## config.mk

```make
export PLATFORM = sky130hd
export DESIGN_NAME = tree_address_next_hop_router
export DESIGN_NICKNAME = d
export VERILOG_FILES = /design/src/hdl/tanhr_pkg.sv /design/src/hdl/tanhr_route.sv /design/src/hdl/tree_address_next_hop_router.sv
export SDC_FILE = /design/constraint.sdc
export NUM_CORES = 1
export LEC_CHECK = 0
export ABC_CLOCK_PERIOD_IN_PS = 23100
export BUFFER_PORTS_ARGS = -buffer_cell sky130_fd_sc_hd__buf_2
export CAP_MARGIN = 20
export CORE_MARGIN = 4
export CORE_UTILIZATION = 50
export CTS_CLUSTER_DIAMETER = 150
export DETAILED_ROUTE_END_ITERATION = 12
export PLACE_DENSITY = 0.76
export SETUP_SLACK_MARGIN = 0.02
export SKIP_LAST_GASP = 1
export SLEW_MARGIN = 20
export SYNTH_ARGS = -nofsm -noshare
export SYNTH_HDL_FRONTEND = slang
export SYNTH_SLANG_ARGS = --single-unit
```

## constraint.sdc

```tcl
create_clock -name clk_i -period 23.1 [get_ports clk_i]
set_input_delay 5.775 -clock clk_i [delete_from_list [all_inputs] [get_ports clk_i]]
set_output_delay 5.775 -clock clk_i [all_outputs]
set_load 0.02 [all_outputs]
```

## src/hdl/tanhr_pkg.sv

```systemverilog
// ----------------------------------------------------------------------------
// tanhr_pkg
// Shared types and constants of the tree-address next-hop router: register
// map, status and rule codes, configuration and result bundles.
// ----------------------------------------------------------------------------
package tanhr_pkg;

  // address width of the mesh
  localparam int unsigned AddrBits = 16;

  // configuration register map (word index on the register port)
  localparam int unsigned RegIdxBits = 3;
  localparam int unsigned PaddrBits  = RegIdxBits + 2;
  localparam logic [RegIdxBits-1:0] RegBranching = 3'd0;
  localparam logic [RegIdxBits-1:0] RegDepth     = 3'd1;
  localparam logic [RegIdxBits-1:0] RegLeafCount = 3'd2;
  localparam logic [RegIdxBits-1:0] RegOwnAddr   = 3'd3;
  localparam logic [RegIdxBits-1:0] RegParent    = 3'd4;

  // reset values
  localparam logic [3:0] BranchingReset = 4'd4;

  // route status codes
  localparam logic [1:0] StatusForward = 2'd0;
  localparam logic [1:0] StatusNoRoute = 2'd1;
  localparam logic [1:0] StatusCfgErr  = 2'd2;

  // routing rule codes
  localparam logic [2:0] RuleCfgErr    = 3'd0;
  localparam logic [2:0] RuleDirect    = 3'd1;
  localparam logic [2:0] RuleOutside   = 3'd2;
  localparam logic [2:0] RuleSameBlock = 3'd3;
  localparam logic [2:0] RuleBlockBase = 3'd4;
  localparam logic [2:0] RuleParent    = 3'd5;

  // node configuration
  typedef struct packed {
    logic [3:0]          branching_bits;
    logic [4:0]          tree_depth;
    logic [14:0]         leaf_block_count;
    logic [AddrBits-1:0] own_address;
    logic [AddrBits-1:0] parent_hop;
  } cfg_t;

  // one routing decision
  typedef struct packed {
    logic [AddrBits-1:0] next_hop_address;
    logic [1:0]          route_status;
    logic [2:0]          rule_applied;
  } route_t;

endpackage

```

## src/hdl/tanhr_route.sv

```systemverilog
// ----------------------------------------------------------------------------
// tanhr_route
// Combinational next-hop decision for one packet: derives this node's space
// and child block masks from the configuration and applies the routing rules.
// ----------------------------------------------------------------------------
module tanhr_route (
  input  tanhr_pkg::cfg_t                  cfg_i,
  input  logic [tanhr_pkg::AddrBits-1:0]   src_i,
  input  logic [tanhr_pkg::AddrBits-1:0]   dst_i,
  output tanhr_pkg::route_t                route_o
);
  import tanhr_pkg::*;

  localparam int unsigned ExpBits  = $clog2(AddrBits + 1);
  localparam int unsigned UsedBits = 9;
  localparam int unsigned SpanBits = 2 * AddrBits;

  logic [UsedBits-1:0] used;
  logic                cfg_err;
  logic [ExpBits-1:0]  space_exp;
  logic [ExpBits-1:0]  block_exp;
  logic [AddrBits:0]   node_lo_w;
  logic [AddrBits:0]   child_lo_w;
  logic [AddrBits-1:0] node_lo;
  logic [AddrBits-1:0] child_lo;
  logic [AddrBits-1:0] base;
  logic [SpanBits-1:0] leaf_span;
  logic                dst_in;
  logic                src_in;
  logic                dst_in_leaf;
  logic                dst_is_base;
  logic                same_block;

  // levels above this node consume depth * branching address bits
  assign used    = UsedBits'(cfg_i.tree_depth) * UsedBits'(cfg_i.branching_bits);
  assign cfg_err = (used > UsedBits'(AddrBits));

  // space and child block exponents, block exponent clamped at zero
  assign space_exp = cfg_err ? '0 : ExpBits'(UsedBits'(AddrBits) - used);
  assign block_exp = (space_exp > ExpBits'(cfg_i.branching_bits))
                   ? space_exp - ExpBits'(cfg_i.branching_bits) : '0;

  // low masks of the space and of one child block
  assign node_lo_w  = ((AddrBits+1)'(1) << space_exp) - (AddrBits+1)'(1);
  assign child_lo_w = ((AddrBits+1)'(1) << block_exp) - (AddrBits+1)'(1);
  assign node_lo    = node_lo_w[AddrBits-1:0];
  assign child_lo   = child_lo_w[AddrBits-1:0];
  assign base       = cfg_i.own_address & ~node_lo;

  // leaf range spans (1 + leaf blocks) child blocks, kept exact
  assign leaf_span = (SpanBits'(cfg_i.leaf_block_count) + SpanBits'(1)) << block_exp;

  // membership and block tests
  assign dst_in      = ((dst_i & ~node_lo) == base);
  assign src_in      = ((src_i & ~node_lo) == base);
  assign dst_in_leaf = (SpanBits'(dst_i & node_lo) < leaf_span);
  assign dst_is_base = ((dst_i & child_lo) == '0);
  assign same_block  = ((dst_i & ~child_lo) == (src_i & ~child_lo));

  // rule selection, first match wins
  always_comb begin
    route_o = '0;
    priority if (cfg_err) begin
      route_o.route_status = StatusCfgErr;
      route_o.rule_applied = RuleCfgErr;
    end else if (dst_in && (dst_in_leaf || dst_is_base)) begin
      route_o.next_hop_address = dst_i;
      route_o.route_status     = StatusForward;
      route_o.rule_applied     = RuleDirect;
    end else if (dst_in && src_in && same_block) begin
      route_o.route_status = StatusNoRoute;
      route_o.rule_applied = RuleSameBlock;
    end else if (dst_in) begin
      route_o.next_hop_address = dst_i & ~child_lo;
      route_o.route_status     = StatusForward;
      route_o.rule_applied     = RuleBlockBase;
    end else if (src_in) begin
      route_o.next_hop_address = cfg_i.parent_hop;
      route_o.route_status     = StatusForward;
      route_o.rule_applied     = RuleParent;
    end else begin
      route_o.route_status = StatusNoRoute;
      route_o.rule_applied = RuleOutside;
    end
  end

endmodule

```

## src/hdl/tree_address_next_hop_router.sv

```systemverilog
// ----------------------------------------------------------------------------
// tree_address_next_hop_router
// Next-hop decision for packets in a tree-addressed mesh.
//
// Input channel carries a packet's source and destination address; output
// channel carries next hop, route status and the rule that decided. Both use
// valid/stall: a transfer happens on a clock edge with valid high and stall
// low.
// The accepted item is held in an input register and the decision, short
// combinational logic, is captured in the result register.
// Throughput is one item per cycle while the receiver does not stall; the
// only limit is the result register, and the input register still takes an
// item while a result waits. When the receiver stalls, the result register
// holds its value, then the input register fills and in_stall_o rises.
// Reset empties both registers and loads the default configuration
// (branching 4, depth 0, everything else zero). The APB port writes and reads
// the five configuration registers at byte addresses 0, 4, .. 16; pready is
// always high. The user must write configuration while idle; unenforced.
// ----------------------------------------------------------------------------
module tree_address_next_hop_router (
  input  logic                                clk_i,
  input  logic                                rst_ni,
  // register port
  input  logic                                psel,
  input  logic                                penable,
  input  logic                                pwrite,
  input  logic [tanhr_pkg::PaddrBits-1:0]     paddr,
  input  logic [31:0]                         pwdata,
  output logic [31:0]                         prdata,
  output logic                                pready,
  // packet channel
  input  logic                                in_valid_i,
  output logic                                in_stall_o,
  input  logic [tanhr_pkg::AddrBits-1:0]      source_address_i,
  input  logic [tanhr_pkg::AddrBits-1:0]      dest_address_i,
  // decision channel
  output logic                                out_valid_o,
  input  logic                                out_stall_i,
  output logic [tanhr_pkg::AddrBits-1:0]      next_hop_address_o,
  output logic [1:0]                          route_status_o,
  output logic [2:0]                          rule_applied_o
);
  import tanhr_pkg::*;

  cfg_t                cfg_q;
  logic                cfg_wr;
  logic [RegIdxBits-1:0] reg_idx;

  logic                in_valid_q;
  logic [AddrBits-1:0] src_q;
  logic [AddrBits-1:0] dst_q;
  logic                out_valid_q;
  route_t              res_q;
  route_t              res_d;

  logic                out_free;
  logic                in_xfer;
  logic                advance;

  // register port decode
  assign pready  = 1'b1;
  assign reg_idx = paddr[PaddrBits-1:2];
  assign cfg_wr  = psel && penable && pwrite;

  always_ff @(posedge clk_i or negedge rst_ni) begin
    if (!rst_ni) begin
      cfg_q.branching_bits   <= BranchingReset;
      cfg_q.tree_depth       <= '0;
      cfg_q.leaf_block_count <= '0;
      cfg_q.own_address      <= '0;
      cfg_q.parent_hop       <= '0;
    end else if (cfg_wr) begin
      unique case (reg_idx)
        RegBranching: cfg_q.branching_bits   <= pwdata[3:0];
        RegDepth:     cfg_q.tree_depth       <= pwdata[4:0];
        RegLeafCount: cfg_q.leaf_block_count <= pwdata[14:0];
        RegOwnAddr:   cfg_q.own_address      <= pwdata[AddrBits-1:0];
        RegParent:    cfg_q.parent_hop       <= pwdata[AddrBits-1:0];
        default: ;
      endcase
    end
  end

  // register readback
  always_comb begin
    prdata = '0;
    unique case (reg_idx)
      RegBranching: prdata[3:0]          = cfg_q.branching_bits;
      RegDepth:     prdata[4:0]          = cfg_q.tree_depth;
      RegLeafCount: prdata[14:0]         = cfg_q.leaf_block_count;
      RegOwnAddr:   prdata[AddrBits-1:0] = cfg_q.own_address;
      RegParent:    prdata[AddrBits-1:0] = cfg_q.parent_hop;
      default:      prdata               = '0;
    endcase
  end

  // pipeline flow control
  assign out_free   = !out_valid_q || !out_stall_i;
  assign advance    = in_valid_q && out_free;
  assign in_stall_o = in_valid_q && !out_free;
  assign in_xfer    = in_valid_i && !in_stall_o;

  always_ff @(posedge clk_i or negedge rst_ni) begin
    if (!rst_ni) begin
      in_valid_q  <= 1'b0;
      out_valid_q <= 1'b0;
    end else begin
      if (in_xfer) begin
        in_valid_q <= 1'b1;
      end else if (advance) begin
        in_valid_q <= 1'b0;
      end
      if (out_free) begin
        out_valid_q <= in_valid_q;
      end
    end
  end

  // input register
  always_ff @(posedge clk_i) begin
    if (in_xfer) begin
      src_q <= source_address_i;
      dst_q <= dest_address_i;
    end
  end

  // routing decision
  tanhr_route u_route (
    .cfg_i   (cfg_q),
    .src_i   (src_q),
    .dst_i   (dst_q),
    .route_o (res_d)
  );

  // result register
  always_ff @(posedge clk_i) begin
    if (advance) begin
      res_q <= res_d;
    end
  end

  assign out_valid_o        = out_valid_q;
  assign next_hop_address_o = res_q.next_hop_address;
  assign route_status_o     = res_q.route_status;
  assign rule_applied_o     = res_q.rule_applied;

endmodule
```

==> flow_summary.yaml <==
status:
  status: "finished clean"
clock_network:
  cts_made_buffers: 9
  clkLatencyLatePin_ns: 0.36
  clock_path_buffers: 2
  ctsHoldBuffers: 0
  cts_tree: "built"
  post-cts-setup-buffer-count: 0
  cts_root_buf: "clkbuf_16"
  ctsResizeCount: 0
  path_clk_slew_ns: 0.08
  h-tree-depth: 3
  cts_num_sinks: 110
drt:
  wl_per_cell_um: 23.0
  drtPass1Iterations: 8
  route.detailed.drc: 0
  avgViaCountPerCell: 6.60
  drtIter0Drc: 1422
  ant_nets: 0
  routed_wl_mm: 34.6
  vias: 9947
logic_synthesis:
  async_reset_ff_frac: 0.527
  synthFlopType: "dfrtp_1"
  synth_cell_types: 89
  synthCells: 1195
  avgSynthCellArea_um2: 8.51
  synth_edf_count: 52
  yosys_warnings: 0
  synth-seq-area-share: 0.296
  ys_ff_latch: 110
  synthesis.area_um2: 10200
placement:
  portBuffers: 96
  post-dp-hpwl_mm: 26.2
  placed_area_um2: 10700
  place.gp.congestion: 1.01
floorplanning:
  dieWidth_um: 151
  die_h_um: 151
  core_um2: 19700
  ios: 132
  start_util: 0.516
  rows: 51
  dieArea_um2: 22700
timing:
  slew_violations: 0
  tightest_slew_ns: 1.11
  fin_crit_sh: 0.583
  fin_skew_ns: 0.00856
  clock.fmax_ghz: 0.0743
  hold_violations: 0
  slew_headroom: 0.248
  rsz0062_at_grt: "no"
  tns_ns: 0
  fin_crit_ns: 13.46
  setup-violations-final: 0
min_path:
  worst_hold_path_type: "register to register"
grt:
  grt_pass1_vias: 9236
  antenna_found_initial: 0
  grt_first_pass_wirelength_mm: 52.8
  overflow: 0
  grt_max_degree: 59
  grt_use_total: 0.303
setup_path:
  crit_path_max_fanout: 15
  arrival_ns: 7.68
  crit_type: "input pin to primary output"
  startpoint_type: "input pin"
  endpoint_kind: "primary output"
  cp.required_ns: 17.33
  reg2reg_setup_slack_ns: 12.12
final_layout:
  layout_common_cells: "nand2_1 (101), nor2_1 (96), buf_2 (96)"
  syn2layout_area_growth_pct: 8.38
  antenna_cells: 0
  n_fill_cell: 1819
  fin_util: 0.559
  stdcell_area_um2: 11000
  mostFrequentLayoutCell: "nand2_1"
  nNetsFinal: 1356
  drive_above_1_share: 0.172
run:
  max_cap_viol_count: 0
==> routing by layer <==
metal | part of all wire | vias to the layer above | global-route usage | routed length (um)
met4 | 0.038 | 0 | 0.103 | 1300
met1 | 0.41 | 4741 | 0.416 | 14300
met2 | 0.44 | 622 | 0.470 | 15300
met3 | 0.11 | 85 | 0.0719 | 3750
li1 | - | 4499 | - | -
met5 | 0 | - | 0 | 0
==> final timing paths <==
check | startpoint | endpoint | cells after the start
max in group asynchronous | rst_ni | cfg_q[10] | 2
hold reg to reg | in_valid_q | out_valid_o | 1
hold / removal | in_valid_q | out_valid_o | 1
setup reg to reg | cfg_q[54] | next_hop_address_o[8] | 30
min in group asynchronous | rst_ni | cfg_q[18] | 2
setup / recovery | paddr[3] | prdata[10] | 5
==> kinds of logic (layout without fill, tap and decap cells) <==
| logic type | after synthesis | count (layout) | share of synthesized area |
|---|---|---|---|
| AO/OA/AOI/OAI | 323 | 323 | 0.216 |
| XOR/XNOR | 76 | 76 | 0.0662 |
| adder cells (fa/ha/maj) | 43 | 43 | 0.0581 |
| buffers and inverters | 128 | 160 | 0.0577 |
| flip-flops | 110 | 110 | 0.296 |
| multiplexers | 87 | 87 | 0.0935 |
| other | 2 | 17 | 0.000738 |
| AND/OR/NAND/NOR | 426 | 426 | 0.211 |
==> critical path, cell delays in order <==
cell and delay [ns]:
buf_2 0.27, nor2b_1 0.93, a22oi_1 0.20, o21ai_0 0.28, buf_2 0.22
==> stage by stage <==
stage / setup WS (ns) / hold WS, ns / instances
6_report: 9.64 / 0.486 / 1507
3_5_place_dp: 9.65 / 0.466 / 1491
5_1_grt: 9.49 / 0.528 / 1507
3_3_place_gp: 9.64 / 0.454 / 1491
4_1_cts: 9.65 / 0.485 / 1507
2_1_floorplan: 10.14 / 0.443 / 1210
==> state kept, by name, indices dropped and copies added (netlist names) <==
| register | flops |
|---|---|
| cfg_q | 56 |
| rule_applied_o | 2 |
| next_hop_address_o | 16 |
| in_valid_q | 1 |
| src_q | 16 |
| dst_q | 16 |
| out_valid_o | 1 |
| route_status_o | 2 |
==> synthesized netlist by cell type, types with 17 or more instances <==
| cell | count | area share |
|---|---|---|
| inv_1 | 30 | 0.011 |
| a31oi_1 | 19 | 0.012 |
| nor2_1 | 96 | 0.035 |
| o21ai_0 | 81 | 0.040 |
| a22oi_1 | 17 | 0.013 |
| nor3_1 | 49 | 0.024 |
| xnor2_1 | 46 | 0.040 |
| nand3_1 | 36 | 0.018 |
| edfxtp_1 | 52 | 0.15 |
| ha_1 | 36 | 0.044 |
| or3_1 | 18 | 0.011 |
| and2_1 | 24 | 0.015 |
| buf_4 | 20 | 0.015 |
| and3_1 | 23 | 0.014 |
| dfrtp_1 | 57 | 0.14 |
| a21oi_1 | 38 | 0.019 |
| o211ai_1 | 17 | 0.013 |
| o21a_1 | 26 | 0.019 |
| nand2_1 | 101 | 0.037 |
| xor2_1 | 29 | 0.025 |
| mux2_2 | 64 | 0.071 |
| clkbuf_1 | 59 | 0.022 |
| mux2i_1 | 23 | 0.023 |
==> area by class of cell <==
cell class / instances / area (um2) / area share
Inverter: 31 / 116 / 0.0106
Tap cell: 265 / 332 / 0.0301
Clock buffer: 10 / 239 / 0.0217
Clock inverter: 6 / 62.6 / 0.00568
Sequential cell: 110 / 3010 / 0.273
Multi-Input combinational cell: 972 / 6650 / 0.603
Timing Repair Buffer: 113 / 608 / 0.0552
Power is left out: the tool's default activity adds up to more than one toggle a clock period on the data nets, which glitch-free logic cannot reach.
